File: src/rtl/scp_pkg.sv
// Shared constants and types for the segment closest-point block.
// This package has no dependencies. Every other file in rtl imports it.
`default_nettype none
package scp_pkg;
	localparam int COORD_BITS  = 14;
	localparam int MARGIN_BITS = 15;
	localparam int DIFF_W      = COORD_BITS + 1;
	localparam int MAG_W       = 2 * DIFF_W + 1;
	localparam int ROOT_W      = (MAG_W + 1) / 2;
	localparam int SQ_W        = 2 * ROOT_W;
	localparam int NUM_W       = MAG_W + 1;
	localparam int DEN_W       = ROOT_W + 1;
	localparam int PROJ_W      = NUM_W + 1;
	localparam int FIFO_DEPTH  = 8;
	localparam int FIFO_AW     = 3;

	// One classified item as it waits between the front and the back.
	typedef struct packed {
		logic signed [COORD_BITS-1:0] ax;
		logic signed [COORD_BITS-1:0] ay;
		logic signed [DIFF_W-1:0]     dx;
		logic signed [DIFF_W-1:0]     dy;
		logic [MARGIN_BITS-1:0]       m;
		logic [MAG_W-1:0]             mag;
		logic signed [NUM_W-1:0]      dot;
	} job_t;

	// Item riding alongside the projection divider.
	typedef struct packed {
		logic                         vld;
		logic signed [COORD_BITS-1:0] ax;
		logic signed [COORD_BITS-1:0] ay;
		logic signed [DIFF_W-1:0]     dx;
		logic signed [DIFF_W-1:0]     dy;
		logic [MARGIN_BITS-1:0]       m;
		logic                         neg;
		logic                         degen;
		logic [ROOT_W-1:0]            len;
	} proj_side_t;

	// Item riding alongside the two rounding dividers.
	typedef struct packed {
		logic                         vld;
		logic signed [COORD_BITS-1:0] ax;
		logic signed [COORD_BITS-1:0] ay;
		logic                         neg_x;
		logic                         neg_y;
		logic                         degen;
	} round_side_t;
endpackage
`default_nettype wire

File: src/rtl/scp_div.sv
// Pipelined unsigned restoring divider, one quotient bit per stage.
// Depends on scp_pkg for widths.
`default_nettype none
module scp_div import scp_pkg::*; (
	input  wire logic             clk,
	input  wire logic             en,
	input  wire logic [NUM_W-1:0] dividend,
	input  wire logic [DEN_W-1:0] divisor,
	output logic [NUM_W-1:0]      quotient
);
	logic [NUM_W-1:0] num_s [NUM_W];
	logic [DEN_W-1:0] den_s [NUM_W];
	logic [DEN_W-1:0] rem_s [NUM_W];
	logic [NUM_W-1:0] quo_s [NUM_W];
	logic [NUM_W-1:0] num_n [NUM_W];
	logic [DEN_W-1:0] den_n [NUM_W];
	logic [DEN_W-1:0] rem_n [NUM_W];
	logic [NUM_W-1:0] quo_n [NUM_W];

	always_comb begin
		logic [NUM_W-1:0] pn, pq;
		logic [DEN_W-1:0] pd, pr;
		logic [DEN_W:0]   r;
		for (int k = 0; k < NUM_W; k++) begin
			pn = (k == 0) ? dividend : num_s[(k == 0) ? 0 : k-1];
			pd = (k == 0) ? divisor  : den_s[(k == 0) ? 0 : k-1];
			pr = (k == 0) ? '0       : rem_s[(k == 0) ? 0 : k-1];
			pq = (k == 0) ? '0       : quo_s[(k == 0) ? 0 : k-1];
			r  = {pr, pn[NUM_W-1]};
			num_n[k] = pn << 1;
			den_n[k] = pd;
			if (r >= (DEN_W+1)'(pd)) begin
				rem_n[k] = DEN_W'(r - (DEN_W+1)'(pd));
				quo_n[k] = {pq[NUM_W-2:0], 1'b1};
			end else begin
				rem_n[k] = DEN_W'(r);
				quo_n[k] = {pq[NUM_W-2:0], 1'b0};
			end
		end
	end

	always_ff @(posedge clk) begin
		if (en) begin
			for (int k = 0; k < NUM_W; k++) begin
				num_s[k] <= num_n[k];
				den_s[k] <= den_n[k];
				rem_s[k] <= rem_n[k];
				quo_s[k] <= quo_n[k];
			end
		end
	end

	assign quotient = quo_s[NUM_W-1];
endmodule
`default_nettype wire

File: config.mk
export PLATFORM = sky130hd
export DESIGN_NAME = scp_div
export DESIGN_NICKNAME = d
export VERILOG_FILES = /design/src/rtl/scp_pkg.sv /design/src/rtl/scp_div.sv
export SDC_FILE = /design/constraint.sdc
export NUM_CORES = 2
export LEC_CHECK = 0
export BUFFER_PORTS_ARGS = -buffer_cell sky130_fd_sc_hd__buf_2
export CAP_MARGIN = 20
export CORE_UTILIZATION = 55
export DETAILED_ROUTE_END_ITERATION = 8
export GPL_TIMING_DRIVEN = 1
export PLACE_DENSITY = 0.71
export REMOVE_ABC_BUFFERS = 1
export SLEW_MARGIN = 20
export SYNTH_ARGS = -nofsm -noshare
export SYNTH_HDL_FRONTEND = slang
export SYNTH_SLANG_ARGS = --single-unit
File: constraint.sdc
create_clock -name clk -period 7 [get_ports clk]
set_input_delay 0.35 -clock clk [delete_from_list [all_inputs] [get_ports clk]]
set_output_delay 0.35 -clock clk [all_outputs]
set_load 0.05 [all_outputs]
# Word level (Yosys, flattened, before mapping)

Memories as Yosys holds them, arrays and structs flattened.
Index checks and enable logic that the tools add are counted.

Multiplexer cells: 66
Add/sub/neg operators: 32
Magnitude comparators: 32

Operators by type and width:

| cell                                         | count |
|---|---|
| greater-or-equal comparator 18 x 17 -> 1 bit | 31 |
| two-way mux 17 bit                           | 32 |
| subtractor 17 bit                            | 31 |
| two-way mux 1 bit                            | 34 |
| greater-or-equal comparator 1 x 17 -> 1 bit  | 1 |
| subtractor 1 x 17 -> 17 bit                  | 1 |

Output and inout bits: 32
Flip-flop bits (word level): 0
Memory bits (writable): 3,104
Memories kept: 4
Bits of input ports: 51

Memory list:

| name  | depth | width | read ports | clocked after memory_dff | wr ports | line          | text |
|---|---|---|---|---|---|---|---|
| quo_s | 32    | 32    | 32         | 0                        | 32       | scp_div.sv:14 | `logic [NUM_W-1:0] quo_s [NUM_W];` |
| num_s | 32    | 31    | 31         | 0                        | 32       | scp_div.sv:11 | `logic [NUM_W-1:0] num_s [NUM_W];` |
| den_s | 32    | 17    | 31         | 0                        | 32       | scp_div.sv:12 | `logic [DEN_W-1:0] den_s [NUM_W];` |
| rem_s | 32    | 17    | 31         | 0                        | 32       | scp_div.sv:13 | `logic [DEN_W-1:0] rem_s [NUM_W];` |

# Logic depth before layout (Yosys ltp)

An unclocked memory read counts as a cell.

Depth after elaboration: 3
Mapped depth: 15

# Least setup slack after synthesis

Ideal clock, no wire load.

Path type: reg-to-reg
Start: memory num_s[0][495] in the netlist's numbering
End: memory rem_s[1][10] in the netlist's numbering (data pin)
Setup slack: 3,442 ps
Data required time: 6,740 ps
Buffers on the path: 1
Cell stages (with the launch flop): 15
Arrival: 3,298 ps
Library setup time: 260 ps
Clock period less this slack: 3,558 ps
Cells stage by stage: edfxtp_1 inv_1 ha_1 inv_1 fa_1 a21o_1 a21oi_1 o21bai_1 a2111o_1 and3_1 or2_2 o21ai_1 o2bb2ai_1 buf_4 mux2_2

RTL lines:

| item               | line |
|---|---|
| start: declaration | scp_div.sv:11 |
| end: declaration   | scp_div.sv:13 |

==> impl_metrics.csv <==
group,metric,value,unit
floorplanning,die-area,171000,µm²
critical_path,crit_path_max_fanout,18,
critical_path,cp_top_family,"compound AO/OA/AOI/OAI gates",
sta,period_minus_slack,4.22,ns
cts,cts_resized,0,
floorplanning,pin_count,83,
synth,synth_top_area_share,67.1,%
critical_path,end_kind,"flop",
routing,drtIter0Drc,3686,
critical_path,worstPathRequired,7.58,ns
grt,grt_start_max_net_pins,195,
sta,finalSetupViolations,0,
placed_design,dpl-instance-area,96300,µm²
min_path,worstHoldPathType,"primary input to flop",
critical_path,critPathSlowestCell,"a22o_1",
status,status,"finished clean",
sta,tns,0,ns
routing,detail-route-antenna-nets,0,
grt,grt_overflow_total,0,
final_layout,nets,7453,
routing,wl_per_cell,17.4,µm
synth,synth_xor_area_share,3.64,%
cts,cts_tree,"yes",
synth,syn_inst,6541,
synth,synth_area,93000,µm²
synth,ys.flop_type,"edfxtp_1",
floorplanning,die_y,413,µm
cts,htree_levels,4,
critical_path,worst_path_largest_cell_delay,0.51,ns
routing,first_pass_iters,7,
grt,antenna_found_initial,1,
critical_path,worstPathArrival,4.81,ns
synth,synth_adder_area_share,7.77,%
critical_path,crit_chain,"inv_1 -> ha_1 -> inv_1 -> fa_1 -> a21o_1 -> a221oi_1 -> a21oi_1 -> a31oi_1 -> o21ai_1 -> a211oi_1 -> a22o_1 -> buf_4 -> mux2_2",
floorplanning,initial_core_util,55.5,%
floorplanning,fp-row-count,150,
final_layout,n_antenna_cell,0,
floorplanning,die_x,413,µm
sta,slew_violations,0,
critical_path,criticalPathCategory,"flop to flop",
critical_path,cp-start-kind,"flop",
routing,viasPerCell,5.53,
synth,ys_types,83,
routing,vias,51000,
routing,drt_wl_total,160000,µm
synth,ys_seq_area_share,67.1,%
final_layout,syn_to_final_growth,11.5,%
power,leakagePower,0.0400,µW
grt,grtUsageTotal,18.8,%
placed_design,gp_congestion,0.900,
synth,yosys_register_bits,2078,
final_layout,drive_above_1_share,10.7,%
sta,period_share,60.3,%
sta,tightest_slew,1.07,ns
job,cap_violations,0,
synth,synthTopCellsByArea,"edfxtp_1 67%, ha_1 7.1%, mux2_2 2.8%",
cts,clk_latency,0.84,ns
synth,synth-compound-area-share,9.23,%
grt,grt_pass1_wl,258000,µm
synth,async_reset_ff_share,0,%
final_layout,stdcell_area,104000,µm²
synth,yosys-top-cells-count,"2078 x edfxtp_1, 672 x inv_1, 529 x ha_1, 431 x a21oi_1, 367 x nor2_1",
power,cellPowerDensity,434,nW/µm²
cts,clkSinkCount,2078,
sta,fin_skew,0.0266,ns
critical_path,crit_top_cell,"inv_1",
power,max-vdd-ir-drop,283,µV
grt,grt_pass1_vias,50300,
placed_design,portBuffers,82,
synth,synth-simple-area-share,5.92,%
synth,synth_edf_count,2078,
synth,synth_top_family_by_area,"compound AO/OA/AOI/OAI gates",
synth,yosys_warnings,0,
placed_design,dp_hpwl,109000,µm
cts,numCtsBuffers,208,
synth,muxShareOfSynthArea,3.23,%
sta,rsz0062_at_grt,"false",
synth,syn_area_per_cell,14.2,µm²
cts,clk_path_buf_depth,3,
sta,fmax,237,MHz
sta,max_slew_margin,28.4,%
synth,synth_top_cell_by_area,"edfxtp_1",
floorplanning,coreArea,167000,µm²
critical_path,cp.buffers_inverters,3,
cts,root_buffer,"clkbuf_16",
cts,clk_pin_slew,0.06,ns
sta,hold_viol,0,
synth,yosysMostFrequentCell,"edfxtp_1",
routing,drc_errors,0,
[logic make-up after synthesis]
family                   count (synthesis)
AO/OA/AOI/OAI                         1359
multiplexers                           263
XOR/XNOR                               386
adder cells (fa/ha/maj)                559
buffers and inverters                  753
AND/OR/NAND/NOR                       1143
flip-flops                            2078
[area by class of cell]
class                      count  area [µm²]
clock inverter               136        1460
sequential                  2078       62400
inverter                     673        2530
fill                       12400       63800
tap                         2204        2760
timing repair buffer         172        1350
multi-input combinational   3710       27800
clock buffer                 245        5370
[what timing repair did]
action                                 CTS  global route
endpoints found under the hold margin   49             0
hold buffers                            49             0
setup buffers                            0             0
[flip-flops by register name (all words and copies together), names as in the netlist]
| register | flops |
|---|---|
| num_s | 496 |
| quo_s | 528 |
| rem_s | 527 |
| den_s | 527 |
[stage by stage]
stage                     hold slack, ns  utilization (%)  power [µW]  std cells  worst slack (ns)
after detailed placement           0.405             57.5       33900       8788              2.90
after global routing              0.0553             61.9       47700       9218              2.45
after floorplan                    0.400                -       30100       6461              2.53
final                             0.0849             61.9       45000       9218              2.78
after global placement             0.400             57.5       33500       8786              2.69
after CTS                         0.0131             61.9       45200       9218              2.86
[layer usage]
layer	global-route usage, %	wire, µm	up-vias
li1	-	-	25000
met1	25.3	72000	24600
met2	31.4	77300	1019
met3	3.01	6890	300
met4	6.02	4090	0
met5	0	0	-
[worst register-to-register path, stage by stage, from the launching register on]
cell	delay [ns]
edfxtp_1	0.40
inv_1	0.08
ha_1	0.17
inv_1	0.06
fa_1	0.40
a21o_1	0.21
a221oi_1	0.43
a21oi_1	0.19
a31oi_1	0.30
o21ai_1	0.19
a211oi_1	0.40
a22o_1	0.51
buf_4	0.29
mux2_2	0.35
[worst paths after layout]
path                               startpoint            end  slack [ns]  cells past startpoint
worst min register to register  num_s[0][457]  num_s[0][489]        0.40                      0
worst max-delay path            num_s[1][278]  rem_s[1][154]        2.78                     13
worst max register to register  num_s[1][278]  rem_s[1][154]        2.78                     13
worst min-delay path                       en  num_s[0][303]        0.08                      1
[layout by cell type (no fill, tap or decap), types with 36 or more instances in the layout]
cell / instances
a211oi_1: 47
a21o_1: 170
a21oi_1: 431
a31oi_1: 61
buf_2: 81
clkbuf_1: 36
clkbuf_16: 209
clkinv_1: 41
clkinv_2: 37
dlygate4sd3_1: 49
edfxtp_1: 2078
ha_1: 529
inv_1: 672
mux2_2: 231
nand2_1: 265
nand2b_1: 56
nand3_1: 67
nand4_1: 55
nor2_1: 367
nor2b_1: 62
nor3_1: 83
o21a_1: 56
o21ai_0: 284
o21bai_1: 67
xnor2_1: 248
xor2_1: 138
[report_power, final]
part	internal, µW	leakage (µW)	switching, µW
Clock	6350	0.00329	4630
Sequential	17100	0.0203	1320
Combinational	7110	0.0164	8440
No activity file was read; power rests on OpenSTA's default activity.
