[config.mk]
export PLATFORM = sky130hd
export DESIGN_NAME = scp_front
export DESIGN_NICKNAME = d
export VERILOG_FILES = /design/src/rtl/scp_pkg.sv /design/src/rtl/scp_front.sv
export SDC_FILE = /design/constraint.sdc
export NUM_CORES = 2
export LEC_CHECK = 0
export BUFFER_PORTS_ARGS = -buffer_cell sky130_fd_sc_hd__buf_4
export CORE_MARGIN = 2
export CORE_UTILIZATION = 61
export DETAILED_ROUTE_END_ITERATION = 8
export HOLD_SLACK_MARGIN = 0.02
export MAX_ROUTING_LAYER = met4
export PLACE_DENSITY = 0.8
export SKIP_CTS_REPAIR_TIMING = 1
export SYNTH_ARGS = -nofsm -noshare
export SYNTH_HDL_FRONTEND = slang
export SYNTH_SLANG_ARGS = --single-unit
[constraint.sdc]
create_clock -name clk -period 17.5 [get_ports clk]
set_input_delay 2.625 -clock clk [delete_from_list [all_inputs] [get_ports clk]]
set_output_delay 2.625 -clock clk [all_outputs]
set_load 0.02 [all_outputs]
[src/rtl/scp_pkg.sv]
// Shared constants and types for the segment closest-point block.
// This package has no dependencies. Every other file in rtl imports it.
`default_nettype none
package scp_pkg;
	localparam int COORD_BITS  = 14;
	localparam int MARGIN_BITS = 15;
	localparam int DIFF_W      = COORD_BITS + 1;
	localparam int MAG_W       = 2 * DIFF_W + 1;
	localparam int ROOT_W      = (MAG_W + 1) / 2;
	localparam int SQ_W        = 2 * ROOT_W;
	localparam int NUM_W       = MAG_W + 1;
	localparam int DEN_W       = ROOT_W + 1;
	localparam int PROJ_W      = NUM_W + 1;
	localparam int FIFO_DEPTH  = 8;
	localparam int FIFO_AW     = 3;

	// One classified item as it waits between the front and the back.
	typedef struct packed {
		logic signed [COORD_BITS-1:0] ax;
		logic signed [COORD_BITS-1:0] ay;
		logic signed [DIFF_W-1:0]     dx;
		logic signed [DIFF_W-1:0]     dy;
		logic [MARGIN_BITS-1:0]       m;
		logic [MAG_W-1:0]             mag;
		logic signed [NUM_W-1:0]      dot;
	} job_t;

	// Item riding alongside the projection divider.
	typedef struct packed {
		logic                         vld;
		logic signed [COORD_BITS-1:0] ax;
		logic signed [COORD_BITS-1:0] ay;
		logic signed [DIFF_W-1:0]     dx;
		logic signed [DIFF_W-1:0]     dy;
		logic [MARGIN_BITS-1:0]       m;
		logic                         neg;
		logic                         degen;
		logic [ROOT_W-1:0]            len;
	} proj_side_t;

	// Item riding alongside the two rounding dividers.
	typedef struct packed {
		logic                         vld;
		logic signed [COORD_BITS-1:0] ax;
		logic signed [COORD_BITS-1:0] ay;
		logic                         neg_x;
		logic                         neg_y;
		logic                         degen;
	} round_side_t;
endpackage
`default_nettype wire

[src/rtl/scp_front.sv]
// Front end: takes input transfers, forms differences and products.
// Depends on scp_pkg; writes finished items into scp_fifo.
`default_nettype none
module scp_front import scp_pkg::*; (
	input  wire logic                         clk,
	input  wire logic                         arst_n,
	input  wire logic                         in_valid,
	output logic                              in_stall,
	input  wire logic signed [COORD_BITS-1:0] start_x,
	input  wire logic signed [COORD_BITS-1:0] start_y,
	input  wire logic signed [COORD_BITS-1:0] end_x,
	input  wire logic signed [COORD_BITS-1:0] end_y,
	input  wire logic signed [COORD_BITS-1:0] query_x,
	input  wire logic signed [COORD_BITS-1:0] query_y,
	input  wire logic [MARGIN_BITS-1:0]       end_margin,
	input  wire logic [FIFO_AW:0]             fifo_count,
	output logic                              push,
	output job_t                              push_data
);
	logic                         v_s1, v_s2;
	logic signed [COORD_BITS-1:0] ax_s1, ay_s1, ax_s2, ay_s2;
	logic signed [DIFF_W-1:0]     dx_s1, dy_s1, qx_s1, qy_s1, dx_s2, dy_s2;
	logic [MARGIN_BITS-1:0]       m_s1, m_s2;
	logic signed [2*DIFF_W-1:0]   sqx_s2, sqy_s2, prx_s2, pry_s2;
	logic [FIFO_AW+1:0]           occupancy;

	// Items still in the two front stages already own a queue slot.
	assign occupancy = (FIFO_AW+2)'(fifo_count) + (FIFO_AW+2)'(v_s1) + (FIFO_AW+2)'(v_s2);
	assign in_stall  = occupancy >= (FIFO_AW+2)'(FIFO_DEPTH);

	always_ff @(posedge clk or negedge arst_n) begin
		if (!arst_n) begin
			v_s1 <= 1'b0;
			v_s2 <= 1'b0;
		end else begin
			v_s1 <= in_valid && !in_stall;
			v_s2 <= v_s1;
		end
	end

	always_ff @(posedge clk) begin
		ax_s1  <= start_x;
		ay_s1  <= start_y;
		dx_s1  <= DIFF_W'(end_x) - DIFF_W'(start_x);
		dy_s1  <= DIFF_W'(end_y) - DIFF_W'(start_y);
		qx_s1  <= DIFF_W'(query_x) - DIFF_W'(start_x);
		qy_s1  <= DIFF_W'(query_y) - DIFF_W'(start_y);
		m_s1   <= end_margin;
		ax_s2  <= ax_s1;
		ay_s2  <= ay_s1;
		dx_s2  <= dx_s1;
		dy_s2  <= dy_s1;
		m_s2   <= m_s1;
		sqx_s2 <= dx_s1 * dx_s1;
		sqy_s2 <= dy_s1 * dy_s1;
		prx_s2 <= dx_s1 * qx_s1;
		pry_s2 <= dy_s1 * qy_s1;
	end

	always_comb begin
		push           = v_s2;
		push_data.ax   = ax_s2;
		push_data.ay   = ay_s2;
		push_data.dx   = dx_s2;
		push_data.dy   = dy_s2;
		push_data.m    = m_s2;
		push_data.mag  = MAG_W'($unsigned(sqx_s2)) + MAG_W'($unsigned(sqy_s2));
		push_data.dot  = NUM_W'(prx_s2) + NUM_W'(pry_s2);
	end
endmodule
`default_nettype wire

==> After elaboration in Yosys (flattened, before gate mapping) <==
Index checks and enable logic that the tools add are counted.
{ "totals": {"reg_bits": 298, "in_bits": 106} }
{ "classes": {"add_sub_neg": 8, "multipliers": 4, "order_cmp": 1, "n_reduce_logical": 2} }
{ "ops": {"columns": ["operator", "count"], "rows": [
  ["$mul A15 B15 Y30", 4],
  ["$add A30 B30 Y31", 2],
  ["$sub A14 B14 Y15", 4],
  ["$add A4 B1 Y5", 1],
  ["$add A5 B1 Y5", 1],
  ["$ge A5 B4 Y1 const B", 1],
  ["$logic_and A1 B1 Y1", 1],
  ["$logic_not A1 Y1", 1]
]} }

==> Longest topological paths before layout <==
{ "logic_depth": {"depth_word": 5, "depth_mapped": 26} }

==> Worst setup path after synthesis <==
Ideal clock, no wire load.
{ "synth_timing": {"path_kind": "in2out", "start": "in fifo_count[0]", "end": "out in_stall", "t_arrival_ps": 3792, "slack_ps": 11083, "path_stages": 6, "path_cell_list": "inv_1 fa_1 inv_1 ha_1 nor2b_1 a41oi_1"} }
{ "synth_between": {"elab_chain_cells": 3} }
{ "synth_lines": {"columns": ["element", "line", "source"], "rows": [
  ["start: declaration", "scp_front.sv:16", "input wire logic [FIFO_AW:0] fifo_count,"],
  ["$add A4 B1 Y5", "scp_front.sv:28", "assign occupancy = (FIFO_AW+2)'(fifo_count) + (FIFO_AW+2)'(v_s1) + (FIFO_AW+2)'(v_s2);"],
  ["$add A5 B1 Y5", "scp_front.sv:28", null],
  ["$ge A5 B4 Y1", "scp_front.sv:29", "assign in_stall = occupancy >= (FIFO_AW+2)'(FIFO_DEPTH);"],
  ["end: declaration", "scp_front.sv:8", "output logic in_stall,"]
]} }
No other way between the ends.

==> Final worst setup path <==
{ "layout_timing": {"start": "reg dx_s1[1]", "end": "reg sqx_s2[29]"} }
{ "layout_between": {"elab_chain_cells": 1} }
{ "layout_lines": {"columns": ["element", "line", "source"], "rows": [
  ["start: declaration", "scp_front.sv:22", "logic signed [DIFF_W-1:0] dx_s1, dy_s1, qx_s1, qy_s1, dx_s2, dy_s2;"],
  ["start signal: assignment", "scp_front.sv:44", "dx_s1 <= DIFF_W'(end_x) - DIFF_W'(start_x);"],
  ["$mul A15 B15 Y30", "scp_front.sv:54", "sqx_s2 <= dx_s1 * dx_s1;"],
  ["end signal: assignment", "scp_front.sv:54", null],
  ["end: declaration", "scp_front.sv:24", "logic signed [2*DIFF_W-1:0] sqx_s2, sqy_s2, prx_s2, pry_s2;"]
]} }
No other way between the ends.

==> summary.txt <==
Status
  – Outcome: completed

STA
  – Period utilization: 39.4%
  – Final Hold Fails: 0
  – Setup skew after layout: 0.0132 ns
  – Min Tclk post-route: 6.90 ns
  – RSZ-0062 raised after global routing: false
  – Achievable Freq: 0.145 GHz
  – Tightest Pin Transition: 0.780 ns
  – Final Setup Violations: 0
  – Final slew viol count: 0
  – Rel. slew slack: 47.5%
  – Final TNS setup: 0 ns

Drt
  – Routed vias: 31000
  – Drt first-iter violations: 1490
  – Pre-antenna DRT Iters: 7
  – Post-route ant nets: 0
  – Routed wire length per instance: 16.4 um
  – Final WL: 94600 um
  – DR vias/cell: 5.37
  – Drt drc: 0

Global routing
  – GRT Overall Usage: 27.8%
  – GR Overflow Total: 0
  – Initial antenna violation count: 0
  – Vias in the first global route: 33900
  – First-pass GRT wire length: 161000 um
  – Largest net degree at the start of global routing: 36

CTS
  – TritonCTS clock tree: yes
  – CTS clk-pin slew, worst paths: 0.07 ns
  – CTS Buf Count: 35
  – # H-tree levels: 2
  – Clk_lat worst skew: 0.56 ns
  – Clk sinks: 294
  – Root Buffer: clkbuf_16
  – Clock tree buffer depth: 3

Yosys
  – Post-synth cell types: 70
  – Mapped Nets: 6028
  – Post-synth EDFFs: 0
  – Share of the synthesized area in the top cell type: 38.8%
  – Async S/R FF share, synth: 0.680%
  – Cell Area, Synth: 0.0435 mm2
  – Syn avg cell area: 9.42 um2
  – Ys Warns: 0
  – Ranking of synthesized cells by area: fa_1 (39%), dfxtp_1 (13%), ha_1 (13%)
  – Post-synth top area cell: fa_1
  – FF+latch count, synth: 294
  – Register area share after synthesis: 13.5%
  – Post-Syn Instances: 4621
  – Most used DFF post-synth: dfxtp_1

Finish
  – Commonest non-fill, non-tap cell in the layout: inv_1
  – # diodes: 0
  – Post-layout net count: 6212
  – Area growth from synthesis to layout: 9.08%
  – Commonest non-fill, non-tap cells in the layout: inv_1 (1173), fa_1 (843), ha_1 (458)
  – Layout cells sized above 1: 7.64%

Critical path
  – Crit path required time: 17.97 ns
  – Crit-path max FO: 19
  – CP Launch Type: flip-flop
  – Reg-to-Reg Start: dx_s1[1]$_DFF_P_
  – Critical path type: reg2reg
  – Crit path arrival time: 7.37 ns
  – CP startpoint: dx_s1[1]$_DFF_P_
  – Crit path capture type: flip-flop

Place
  – DP Wirelength: 76000 um
  – Port-buffer cells: 243
  – GP Congestion: 0.941

Die
  – Die Area: 0.0735 mm2
  – Row count: 97
  – I/O pin count: 244
  – Core Area: 0.0704 mm2
  – Die W: 271 um
  – Die height: 271 um
  – Initial Utilization: 61.9%

Worst hold path
  – Min-Delay Startpoint: ay_s1[3]$_DFF_P_
  – Worst Hold Class: reg2reg

Run
  – Number of max-cap violations: 0
[sequential cells by signal, summed over array words and instances, names as in the netlist]
register and cells:
sqy_s2 29, v_s1 1, qy_s1 15, dx_s1 15
dx_s2 14, sqx_s2 29, ay_s1 14, qx_s1 15
ay_s2 14, m_s2 15, m_s1 15, prx_s2 30
ax_s1 14, ax_s2 14, push 1, dy_s1 15
pry_s2 30, dy_s2 14
[layer usage]
metal | GRT usage [%] | wire length, um
met1 | 34.1 | 37800
met2 | 48.3 | 48500
met3 | 3.87 | 5670
met4 | 7.59 | 2630
met5 | - | 0
[synth_stat cells, types with 38 or more instances]
| cell | n |
|---|---|
| xnor2_1 | 177 |
| fa_1 | 843 |
| inv_1 | 1173 |
| nor2_1 | 171 |
| nand3_1 | 38 |
| a21oi_1 | 119 |
| a21o_1 | 78 |
| o21ai_0 | 71 |
| dfxtp_1 | 292 |
| xor2_1 | 49 |
| and2_1 | 289 |
| clkbuf_1 | 121 |
| ha_1 | 458 |
| nand2_1 | 393 |
[layout make-up]
cell class,count,area (um2)
Fill cell,5532,22900
Tap cell,940,1180
Inverter,1174,4410
Timing Repair Buffer,274,2060
Clock inverter,17,203
Multi-Input combinational cell,3026,32800
Clock buffer,43,1010
Sequential cell,294,5900
[kinds of logic (layout without fill, tap and decap cells)]
family | count (synthesis) | in the layout | share of synthesized area (%)
AOI/OAI and AO/OA | 457 | 457 | 7.20
xor gates and xnor gates | 226 | 226 | 4.55
adders and majority gates | 1301 | 1301 | 51.9
buffers and inverters | 1301 | 1508 | 11.2
DFF | 294 | 294 | 13.5
muxes | 3 | 3 | 0.0690
and+or+nand+nor | 1039 | 1039 | 11.5
[worst paths after layout]
path | to | slack [ns] | cells past startpoint
worst max-delay path | sqx_s2[29]$_DFF_P_ | 10.60 | 22
worst min-delay path | ay_s2[3]$_DFF_P_ | 0.32 | 0
worst max register to register | sqx_s2[29]$_DFF_P_ | 10.60 | 22
worst min register to register | ay_s2[3]$_DFF_P_ | 0.32 | 0
max in group asynchronous | v_s1$_DFF_PN0_ | 15.57 | 1
min in group asynchronous | push$_DFF_PN0_ | 1.85 | 1
[critical path, stage by stage (launching register included)]
cell and delay (ns):
dfxtp_1 0.77, buf_4 0.39, and2_1 0.20, inv_1 0.06, fa_1 0.46, fa_1 0.55, inv_1 0.05, fa_1 0.50
inv_1 0.06, fa_1 0.49, fa_1 0.49, inv_1 0.05, fa_1 0.43, ha_1 0.34, a2111oi_0 0.40, a211oi_1 0.09
o41ai_1 0.10, a31oi_1 0.27, a21oi_1 0.42, o211ai_1 0.19, a21o_1 0.18, a21oi_1 0.16, xnor2_1 0.14
[metrics by stage]
step	cells	util [%]	hold WS [ns]	instance area [um2]	setup slack, ns
floorplan	4621	-	0.310	43500	11.08
global placement	5708	65.8	0.309	46300	10.80
detailed placement	5708	65.8	0.312	46300	10.65
CTS	5768	67.5	0.319	47500	10.61
global route	5768	67.5	0.318	47500	10.10
finish	5768	67.5	0.320	47500	10.60
Power is left out: the tool's default activity adds up to more than one toggle a clock period on the data nets, which glitch-free logic cannot reach.
