## src/rtl/scp_pkg.sv

```systemverilog
// Shared constants and types for the segment closest-point block.
// This package has no dependencies. Every other file in rtl imports it.
`default_nettype none
package scp_pkg;
	localparam int COORD_BITS  = 14;
	localparam int MARGIN_BITS = 15;
	localparam int DIFF_W      = COORD_BITS + 1;
	localparam int MAG_W       = 2 * DIFF_W + 1;
	localparam int ROOT_W      = (MAG_W + 1) / 2;
	localparam int SQ_W        = 2 * ROOT_W;
	localparam int NUM_W       = MAG_W + 1;
	localparam int DEN_W       = ROOT_W + 1;
	localparam int PROJ_W      = NUM_W + 1;
	localparam int FIFO_DEPTH  = 8;
	localparam int FIFO_AW     = 3;

	// One classified item as it waits between the front and the back.
	typedef struct packed {
		logic signed [COORD_BITS-1:0] ax;
		logic signed [COORD_BITS-1:0] ay;
		logic signed [DIFF_W-1:0]     dx;
		logic signed [DIFF_W-1:0]     dy;
		logic [MARGIN_BITS-1:0]       m;
		logic [MAG_W-1:0]             mag;
		logic signed [NUM_W-1:0]      dot;
	} job_t;

	// Item riding alongside the projection divider.
	typedef struct packed {
		logic                         vld;
		logic signed [COORD_BITS-1:0] ax;
		logic signed [COORD_BITS-1:0] ay;
		logic signed [DIFF_W-1:0]     dx;
		logic signed [DIFF_W-1:0]     dy;
		logic [MARGIN_BITS-1:0]       m;
		logic                         neg;
		logic                         degen;
		logic [ROOT_W-1:0]            len;
	} proj_side_t;

	// Item riding alongside the two rounding dividers.
	typedef struct packed {
		logic                         vld;
		logic signed [COORD_BITS-1:0] ax;
		logic signed [COORD_BITS-1:0] ay;
		logic                         neg_x;
		logic                         neg_y;
		logic                         degen;
	} round_side_t;
endpackage
`default_nettype wire

```

## src/rtl/scp_fifo.sv

```systemverilog
// Short queue between the front end and the back end.
// Depends on scp_pkg for the item type and depth.
`default_nettype none
module scp_fifo import scp_pkg::*; (
	input  wire logic       clk,
	input  wire logic       arst_n,
	input  wire logic       push,
	input  wire job_t       push_data,
	input  wire logic       pop,
	output logic            empty,
	output job_t            pop_data,
	output logic [FIFO_AW:0] count
);
	job_t               slots_q [FIFO_DEPTH];
	logic [FIFO_AW-1:0] wptr_q, rptr_q;
	logic [FIFO_AW:0]   count_q;

	assign empty    = count_q == '0;
	assign pop_data = slots_q[rptr_q];
	assign count    = count_q;

	always_ff @(posedge clk or negedge arst_n) begin
		if (!arst_n) begin
			wptr_q  <= '0;
			rptr_q  <= '0;
			count_q <= '0;
		end else begin
			if (push)
				wptr_q <= wptr_q + 1'b1;
			if (pop)
				rptr_q <= rptr_q + 1'b1;
			count_q <= count_q + (FIFO_AW+1)'(push) - (FIFO_AW+1)'(pop);
		end
	end

	always_ff @(posedge clk) begin
		if (push)
			slots_q[wptr_q] <= push_data;
	end

	a_no_overflow: assert property (@(posedge clk) disable iff (!arst_n)
		push |-> (count_q != (FIFO_AW+1)'(FIFO_DEPTH) || pop))
		else $error("queue written while full");
	a_no_underflow: assert property (@(posedge clk) disable iff (!arst_n)
		pop |-> count_q != '0)
		else $error("queue read while empty");
	a_count_track: assert property (@(posedge clk) disable iff (!arst_n)
		(push && !pop) |=> count_q == $past(count_q) + 1'b1)
		else $error("queue count lost a write");
endmodule
`default_nettype wire

```

## config.mk

```make
export PLATFORM = sky130hd
export DESIGN_NAME = scp_fifo
export DESIGN_NICKNAME = d
export VERILOG_FILES = /design/src/rtl/scp_pkg.sv /design/src/rtl/scp_fifo.sv
export SDC_FILE = /design/constraint.sdc
export NUM_CORES = 1
export LEC_CHECK = 0
export BUFFER_PORTS_ARGS = -buffer_cell sky130_fd_sc_hd__buf_2
export CORE_MARGIN = 1.5
export CORE_UTILIZATION = 30
export CTS_CLUSTER_DIAMETER = 60
export DETAILED_ROUTE_END_ITERATION = 8
export PLACE_DENSITY = 0.42
export SLEW_MARGIN = 40
export SYNTH_ARGS = -nofsm -noshare
export SYNTH_HDL_FRONTEND = slang
export SYNTH_SLANG_ARGS = --single-unit
```

## constraint.sdc

```tcl
create_clock -name clk -period 13.4 [get_ports clk]
set_input_delay 0.67 -clock clk [delete_from_list [all_inputs] [get_ports clk]]
set_output_delay 0.67 -clock clk [all_outputs]
set_load 0.005 [all_outputs]
```

* After elaboration in Yosys (flattened, before gate mapping) *
Memory sizes are Yosys's and may differ from the RTL's.
Index checks and enable logic that the tools add are counted.

storage, ports and cells
  register bits after elaboration = 10
  RAM bits = 1088
  bits of input ports = 140
  output and inout port bits = 141
  word-level logic and storage cells = 11
  memories kept = 1

memory list
  name     words  bits a word  rd ports  clocked after memory_dff  wr ports  RTL line        RTL
  slots_q  8      136          1         0                         1         scp_fifo.sv:14  job_t slots_q [FIFO_DEPTH];

operators by class
  add/sub/neg operators = 4
  muxes and demuxes = 2
  reductions and logical operators = 1

operators by type and width
  kind                                                           count
  3-bit by 1-bit adder with 3-bit output, second input constant  2
  4-bit by 1-bit adder with 4-bit output                         1
  4-bit logical NOT                                              1
  4-bit by 1-bit subtractor with 4-bit output                    1
  1-bit 2-to-1 mux                                               2

* Depth between registers and ports, before layout *
Gate-level depths: netlist of run 1.

  depth in word-level cells = 2
  depth in mapped cells = 7
  gate-level depth less buffers = 7

* Worst setup path before layout of run 1 *
OpenSTA, ideal clock, no wires.

  kind = input port to flip-flop
  start point = input port push
  end point = memory slots_q[0][0] (netlist bit), enable pin
  setup time = 0.798 ns
  arrival time = 9.940 ns
  required time = 12.602 ns
  slack = 2.663 ns
  stages = 2
  path buffers = 0
  path through = nand2b_1 -> nor3_1

between the ends
  cells in the longest elaborated chain, start to end = 2

RTL lines
  what                                    RTL line        RTL
  from (decl)                             scp_fifo.sv:7   input wire logic push,
  1-bit 2-to-1 mux                        scp_fifo.sv:37  if (push)
  1-bit 2-to-1 mux (not written as such)  scp_fifo.sv:38  slots_q[wptr_q] <= push_data;
  to (decl)                               scp_fifo.sv:14

Every way passes these cells.

==> results.json, run 1 <==
{
  "grt_pass1_vias": 20144,
  "path_cells": "buf_12 > buf_6 > buf_6 > mux4_1 > mux2_2 > buf_2",
  "post-cts-setup-buffers": 0,
  "finalHoldWorstSlack_ns": 0.184,
  "yosysWarnings": 0,
  "maximum_number_of_pins_on_one_net_before_global_route_repair": 95,
  "synth-seq-area-share_pct": 77.5,
  "min_delay_path_depth": 1,
  "drt.antenna.violating_nets": 0,
  "antenna_found_initial": 26,
  "slew_at_the_pin_closest_to_its_max_slew_limit_ns": 0.827,
  "avgSynthCellArea_um2": 26.2,
  "via_density_per_instance": 4.62,
  "layout.cells.most_common": "sky130_fd_sc_hd__edfxtp_1",
  "insertedDiodeCount": 0,
  "hold_path.class": "in -> reg",
  "globalRoute.totalOverflow": 0,
  "place.port_buffers": 280,
  "core_area_mm2": 0.140,
  "slowest_stage_cell_on_the_critical_path": "sky130_fd_sc_hd__buf_6",
  "hpwl_mm": 52.1,
  "power.density_cell_area_mw_per_mm2": 215,
  "hold_violations": 0,
  "drt_pre_antenna_iters": 5,
  "max-vdd-ir-drop_mv": 0.104,
  "insertion_delay_ns": 0.75,
  "worst_ep_arrival_time_ns": 3.93,
  "static-leakage-power_nw": 16.6,
  "floorplan.die.height_um": 379,
  "synth_area_mm2": 0.0425,
  "final_worst_path_period_share_pct": 34.3,
  "max-slew-margin-rel_pct": 44.8,
  "cp_data_required_time_ns": 12.73,
  "criticalPathCategory": "reg -> out",
  "clk_root_buffer_cell": "sky130_fd_sc_hd__clkbuf_16",
  "nNetsFinal": 2153,
  "cap_viol_max_count": 0,
  "postCtsHoldBufs": 1,
  "period_minus_slack_ns": 4.60,
  "dr_total_vias": 18411,
  "syn-num-nets": 1772,
  "timing.critical_path.fanout_max": 50,
  "critical-path-max-stage-delay_ns": 0.65,
  "setup_crit_start_kind": "flop",
  "fraction_of_final_layout_cells_with_drive_strength_greater_than_1_pct": 34.3,
  "worst-r2r-cell-count": 5,
  "cts-buffers-inserted": 131,
  "yosys.cell_types.count": 24,
  "route.detailed.wl_per_inst_um": 24.4,
  "slew_limit_fails": 0,
  "unrepaired_setup_endpoints_after_global_routing": "false",
  "drt_iter0_drc": 949,
  "rr_endpoint": "slots_q[0][117]",
  "htree_levels": 4,
  "initial_core_util_pct": 30.3,
  "dpl.cell_count": 3746,
  "clkSinkCount": 1098,
  "drc": 0,
  "grt.total_usage_pct": 13.6,
  "post_cts_resize_count": 0,
  "core.rowCount": 137,
  "holdCritStartpoint": "push_data[100]",
  "final.fill_count": 12882,
  "stdcell_count": 3981,
  "synth_cells": 1624,
  "clkTransAtPathRegs_ns": 0.06,
  "worst_hold_path.endpoint": "slots_q[6][100]",
  "finalSetupViolations": 0,
  "gp_routability_congestion": 0.659,
  "max-clock-path-buffers": 3,
  "drt_wl_total_mm": 97.1,
  "totalNegativeSetupSlack_ns": 0,
  "critPathBufInv": 4,
  "cp_top_family": "buffers and inverters",
  "synth.ff_latch_count": 1098,
  "fin_worst_skew_ns": 0.0153,
  "areaGrowthSynthToFinish_pct": 17.9,
  "worst-r2r-setup-slack_ns": 10.44,
  "reg2reg_from": "wptr_q[1]",
  "most-common-layout-cells": "1088 x sky130_fd_sc_hd__edfxtp_1, 280 x sky130_fd_sc_hd__buf_2, 199 x sky130_fd_sc_hd__mux4_1, 138 x sky130_fd_sc_hd__mux2_2, 134 x sky130_fd_sc_hd__clkbuf_16",
  "clock_tree_from_tritoncts": "done",
  "fp.dieArea_mm2": 0.144,
  "timing.critical_path.to_type": "output pin",
  "floorplan.die.width_um": 379,
  "critPathMostFrequentCell": "sky130_fd_sc_hd__buf_6",
  "ios": 281,
  "max_clock_freq_mhz": 217,
  "grt_pass1_wl_mm": 140,
  "status": "complete, no violations"
}
power breakdown:
part           switching (W)  total [W]  leakage, nW  internal [W]
combinational        0.00157    0.00301         4.66       0.00144
sequential          0.000133    0.00444         10.0       0.00431
clock                0.00137    0.00332         1.98       0.00195
cell usage after synthesis:
master,instances,area [um^2]
sky130_fd_sc_hd__buf_12,3,60.1
sky130_fd_sc_hd__xor2_1,3,26.3
sky130_fd_sc_hd__buf_6,12,135
sky130_fd_sc_hd__buf_8,19,285
sky130_fd_sc_hd__dfrtp_1,10,250
sky130_fd_sc_hd__a21o_1,1,7.51
sky130_fd_sc_hd__buf_2,8,40.0
sky130_fd_sc_hd__xnor2_1,3,26.3
sky130_fd_sc_hd__edfxtp_1,1088,32700
sky130_fd_sc_hd__mux4_1,199,5230
sky130_fd_sc_hd__nand2b_1,3,18.8
sky130_fd_sc_hd__and3_1,1,6.26
sky130_fd_sc_hd__clkbuf_1,7,26.3
sky130_fd_sc_hd__mux2_2,138,1550
sky130_fd_sc_hd__inv_1,8,30.0
sky130_fd_sc_hd__buf_1,6,22.5
sky130_fd_sc_hd__nor2_1,6,22.5
sky130_fd_sc_hd__fa_1,1,20.0
sky130_fd_sc_hd__mux4_2,73,1640
sky130_fd_sc_hd__ha_1,7,87.6
sky130_fd_sc_hd__nand2_1,4,15.0
sky130_fd_sc_hd__clkbuf_8,21,289
sky130_fd_sc_hd__a21oi_1,1,5.00
sky130_fd_sc_hd__nor3_1,2,10.0
routing by layer:
| layer | routed length, um | share of wire, % | vias up | global-route usage (%) |
|---|---|---|---|---|
| met5 | 171 | 0.18 | - | 0 |
| li1 | - | - | 7996 | - |
| met1 | 41200 | 42 | 9822 | 16.9 |
| met3 | 4780 | 4.9 | 193 | 3.71 |
| met4 | 2290 | 2.4 | 24 | 4.33 |
| met2 | 48700 | 50 | 376 | 22.9 |
through the flow:
| stage | instance area (um^2) | util [%] | power (W) | setup slack (ns) |
|---|---|---|---|---|
| after global placement | 45800 | 32.7 | 0.00757 | 8.55 |
| final | 50100 | 35.8 | 0.0108 | 8.80 |
| after detailed placement | 46000 | 32.9 | 0.00766 | 9.49 |
| after floorplan | 42500 | - | 0.00660 | 2.66 |
| after global routing | 50100 | 35.8 | 0.0113 | 8.58 |
| after CTS | 50100 | 35.7 | 0.0110 | 8.66 |
cell families after synthesis:
kind of cell    count (synthesis)  synth area share (%)
flops                        1098                  77.5
mux                           410                  19.8
buf+inv                        84                  2.09
simple gates                   16                 0.171
fa+ha+maj                       8                 0.253
xor+xnor                        6                 0.124
compound gates                  2                0.0294
sequential cells by signal, summed over array words and instances, names as in the netlist:
register and count:
count 4, rptr_q 3, slots_q 1088, wptr_q 3
worst max-delay path by stage:
stage	start	endpoint	slack, ns	cells after the start
2_1_floorplan	push	slots_q[0][0]	2.66	2
3_3_place_gp	rptr_q[0]	pop_data[69]	8.55	5
3_5_place_dp	rptr_q[0]	pop_data[69]	9.49	6
4_1_cts	rptr_q[0]	pop_data[69]	8.66	6
5_1_grt	rptr_q[0]	pop_data[69]	8.58	6
6_report	rptr_q[0]	pop_data[69]	8.80	6
layout make-up:
cell class              instances  area [um^2]  share of cell area (%)
flip-flops and latches       1098        32900                    65.7
multi-input cells             442         8730                    17.4
clock buffers                 161         3450                    6.90
well taps                    1876         2350                    4.69
repair buffers                324         2010                    4.02
clock inverters                72          584                    1.17
inverters                       8         30.0                  0.0600
Note: power is estimated with default switching activity, not from simulation.
==> run 2, diff against run 1 <==
PLACE_DENSITY = 0.44   (was 0.42)
clock period = 3.7 ns   (was 13.4 ns; I/O delays follow)
==> run 2 against run 1 <==
Effect of this change: first-iteration DRC count shrank 1.3%; sequential share of layout area shrank 2.2 points; sequential power grew to 3.6 times the previous value; flip-flop and latch count is the same; setup slack lost 8.4 ns; non-clock buffer count grew 139; critical path depth shrank 2; final area grew 3.4%; via count grew 2.7%; combinational power grew to 3.7 times the previous value; largest power group unchanged; highest routed layer unchanged.
==> results.json, run 2 (synthesis gave the netlist of run 1 again) <==
{
  "htree_levels": 4,
  "dr_total_vias": 18904,
  "hold_path.class": "in -> reg",
  "max_reg_flops": 1088,
  "cts-buffers-inserted": 132,
  "drt_iter0_drc": 937,
  "worstSetupStartpoint": "rptr_q[0]",
  "status": "complete, no violations",
  "grt_pass1_vias": 20899,
  "clkTransAtPathRegs_ns": 0.06,
  "grt.total_usage_pct": 13.5,
  "core_area_mm2": 0.140,
  "initial_core_util_pct": 30.3,
  "drc": 0,
  "final.fill_count": 12823,
  "max-vdd-ir-drop_mv": 0.378,
  "reg2reg_from": "wptr_q[0]",
  "holdCritStartpoint": "push_data[105]",
  "worst-r2r-setup-slack_ns": 1.77,
  "hold_violations": 0,
  "fp.dieArea_mm2": 0.144,
  "insertion_delay_ns": 0.76,
  "setup_crit_start_kind": "flop",
  "final_worst_path_period_share_pct": 90.1,
  "place.port_buffers": 280,
  "antenna_found_initial": 9,
  "critical-path-max-stage-delay_ns": 0.81,
  "drt.antenna.violating_nets": 0,
  "final_core_utilization_pct": 37.0,
  "floorplan.die.height_um": 379,
  "fin_worst_skew_ns": 0.0288,
  "rr_endpoint": "slots_q[6][71]",
  "registers.top_by_ff_count": "slots_q",
  "timing.critical_path.to_type": "output pin",
  "drt_wl_total_mm": 96.7,
  "maximum_number_of_pins_on_one_net_before_global_route_repair": 95,
  "ios": 281,
  "most-common-layout-cells": "1088 x sky130_fd_sc_hd__edfxtp_1, 280 x sky130_fd_sc_hd__buf_2, 199 x sky130_fd_sc_hd__mux4_1, 140 x sky130_fd_sc_hd__dlygate4sd3_1, 138 x sky130_fd_sc_hd__mux2_2",
  "finalHoldWorstSlack_ns": 0.232,
  "clk_root_buffer_cell": "sky130_fd_sc_hd__clkbuf_16",
  "detailed_place.area_mm2": 0.0462,
  "critPathBufInv": 2,
  "layout.cells.most_common": "sky130_fd_sc_hd__edfxtp_1",
  "slew_at_the_pin_closest_to_its_max_slew_limit_ns": 0.685,
  "globalRoute.totalOverflow": 0,
  "route.detailed.wl_per_inst_um": 23.5,
  "static-leakage-power_nw": 17.3,
  "period_minus_slack_ns": 3.33,
  "nNetsFinal": 2293,
  "gp_routability_congestion": 0.683,
  "max-slew-margin-rel_pct": 54.3,
  "postLayoutCellArea_mm2": 0.0518,
  "slowest_stage_cell_on_the_critical_path": "sky130_fd_sc_hd__dfrtp_4",
  "clock_tree_from_tritoncts": "done",
  "timing.critical_path.fanout_max": 50,
  "slew_limit_fails": 0,
  "hpwl_mm": 50.1,
  "cap_viol_max_count": 0,
  "min_delay_path_depth": 2,
  "core.rowCount": 137,
  "totalNegativeSetupSlack_ns": 0,
  "power.density_cell_area_mw_per_mm2": 768,
  "max-clock-path-buffers": 3,
  "floorplan.die.width_um": 379,
  "worst_hold_path.endpoint": "slots_q[4][105]",
  "via_density_per_instance": 4.58,
  "unrepaired_setup_endpoints_after_global_routing": "false",
  "max_clock_freq_mhz": 300,
  "fraction_of_final_layout_cells_with_drive_strength_greater_than_1_pct": 32.5,
  "post-cts-setup-buffers": 0,
  "finalSetupViolations": 0,
  "worst-r2r-cell-count": 3,
  "cp_data_required_time_ns": 3.51,
  "areaGrowthSynthToFinish_pct": 21.9,
  "worst_ep_arrival_time_ns": 3.15,
  "path_cells": "buf_12 > mux4_1 > mux2_2 > buf_2",
  "grt_pass1_wl_mm": 141,
  "cp_top_family": "multiplexers",
  "drt_pre_antenna_iters": 4,
  "criticalPathCategory": "reg -> out",
  "clkSinkCount": 1098
}
[run 2: changes by cell type in the layout (fill, tap and decap cells not counted), moves of 4 or more]
cell	change
sky130_fd_sc_hd__buf_4	-5
sky130_fd_sc_hd__clkbuf_1	+5
sky130_fd_sc_hd__buf_16	-6
sky130_fd_sc_hd__buf_12	+20
sky130_fd_sc_hd__dlygate4sd3_1	+139
sky130_fd_sc_hd__inv_16	+4
sky130_fd_sc_hd__buf_6	-9
sky130_fd_sc_hd__clkinv_1	-9
sky130_fd_sc_hd__clkinv_2	-7
[run 2: what timing repair did]
action                                  CTS  global route
endpoints found under the hold margin  1106             0
gates resized for setup                   0             0
hold buffers                            140             0
[run 2: layout make-up]
| type | count | area, um^2 | share of cell area (%) |
|---|---|---|---|
| multi-input combinational | 442 | 8750 | 16.9 |
| tap | 1876 | 2350 | 4.53 |
| clock inverter | 66 | 732 | 1.41 |
| sequential | 1098 | 32900 | 63.6 |
| inverter | 8 | 30.0 | 0.0580 |
| clock buffer | 168 | 3500 | 6.76 |
| timing repair buffer | 463 | 3500 | 6.76 |
| antenna | 3 | 7.51 | 0.0145 |
[run 2: how the worst max path moves through the flow]
stage	slack [ns]	cells past startpoint	to
3_5_place_dp	1.08	4	pop_data[93]
5_1_grt	0.18	4	pop_data[89]
3_3_place_gp	1.09	4	pop_data[89]
6_report	0.37	4	pop_data[95]
2_1_floorplan	-0.98	2	slots_q[1][0]
4_1_cts	0.23	4	pop_data[93]
[run 2: report_power, final]
part           internal [W]  total [W]  switching [W]
Clock               0.00735     0.0125        0.00513
Sequential           0.0156     0.0161       0.000509
Combinational       0.00546     0.0112        0.00573
[run 2: routing by layer]
layer  vias to the layer above  wire length, um  GRT usage (%)
met5                         -               86              0
met4                        12             1900           4.02
met3                       141             4610           3.59
met2                       354            47900           22.5
met1                     10126            42200           17.3
li1                       8271                -              -
[run 2: metrics by stage]
step	setup WS, ns	instances	total power [W]
2_1_floorplan	-0.980	1624	0.0237
3_3_place_gp	1.09	3746	0.0278
3_5_place_dp	1.08	3747	0.0279
4_1_cts	0.226	4121	0.0407
5_1_grt	0.183	4124	0.0418
6_report	0.367	4124	0.0398
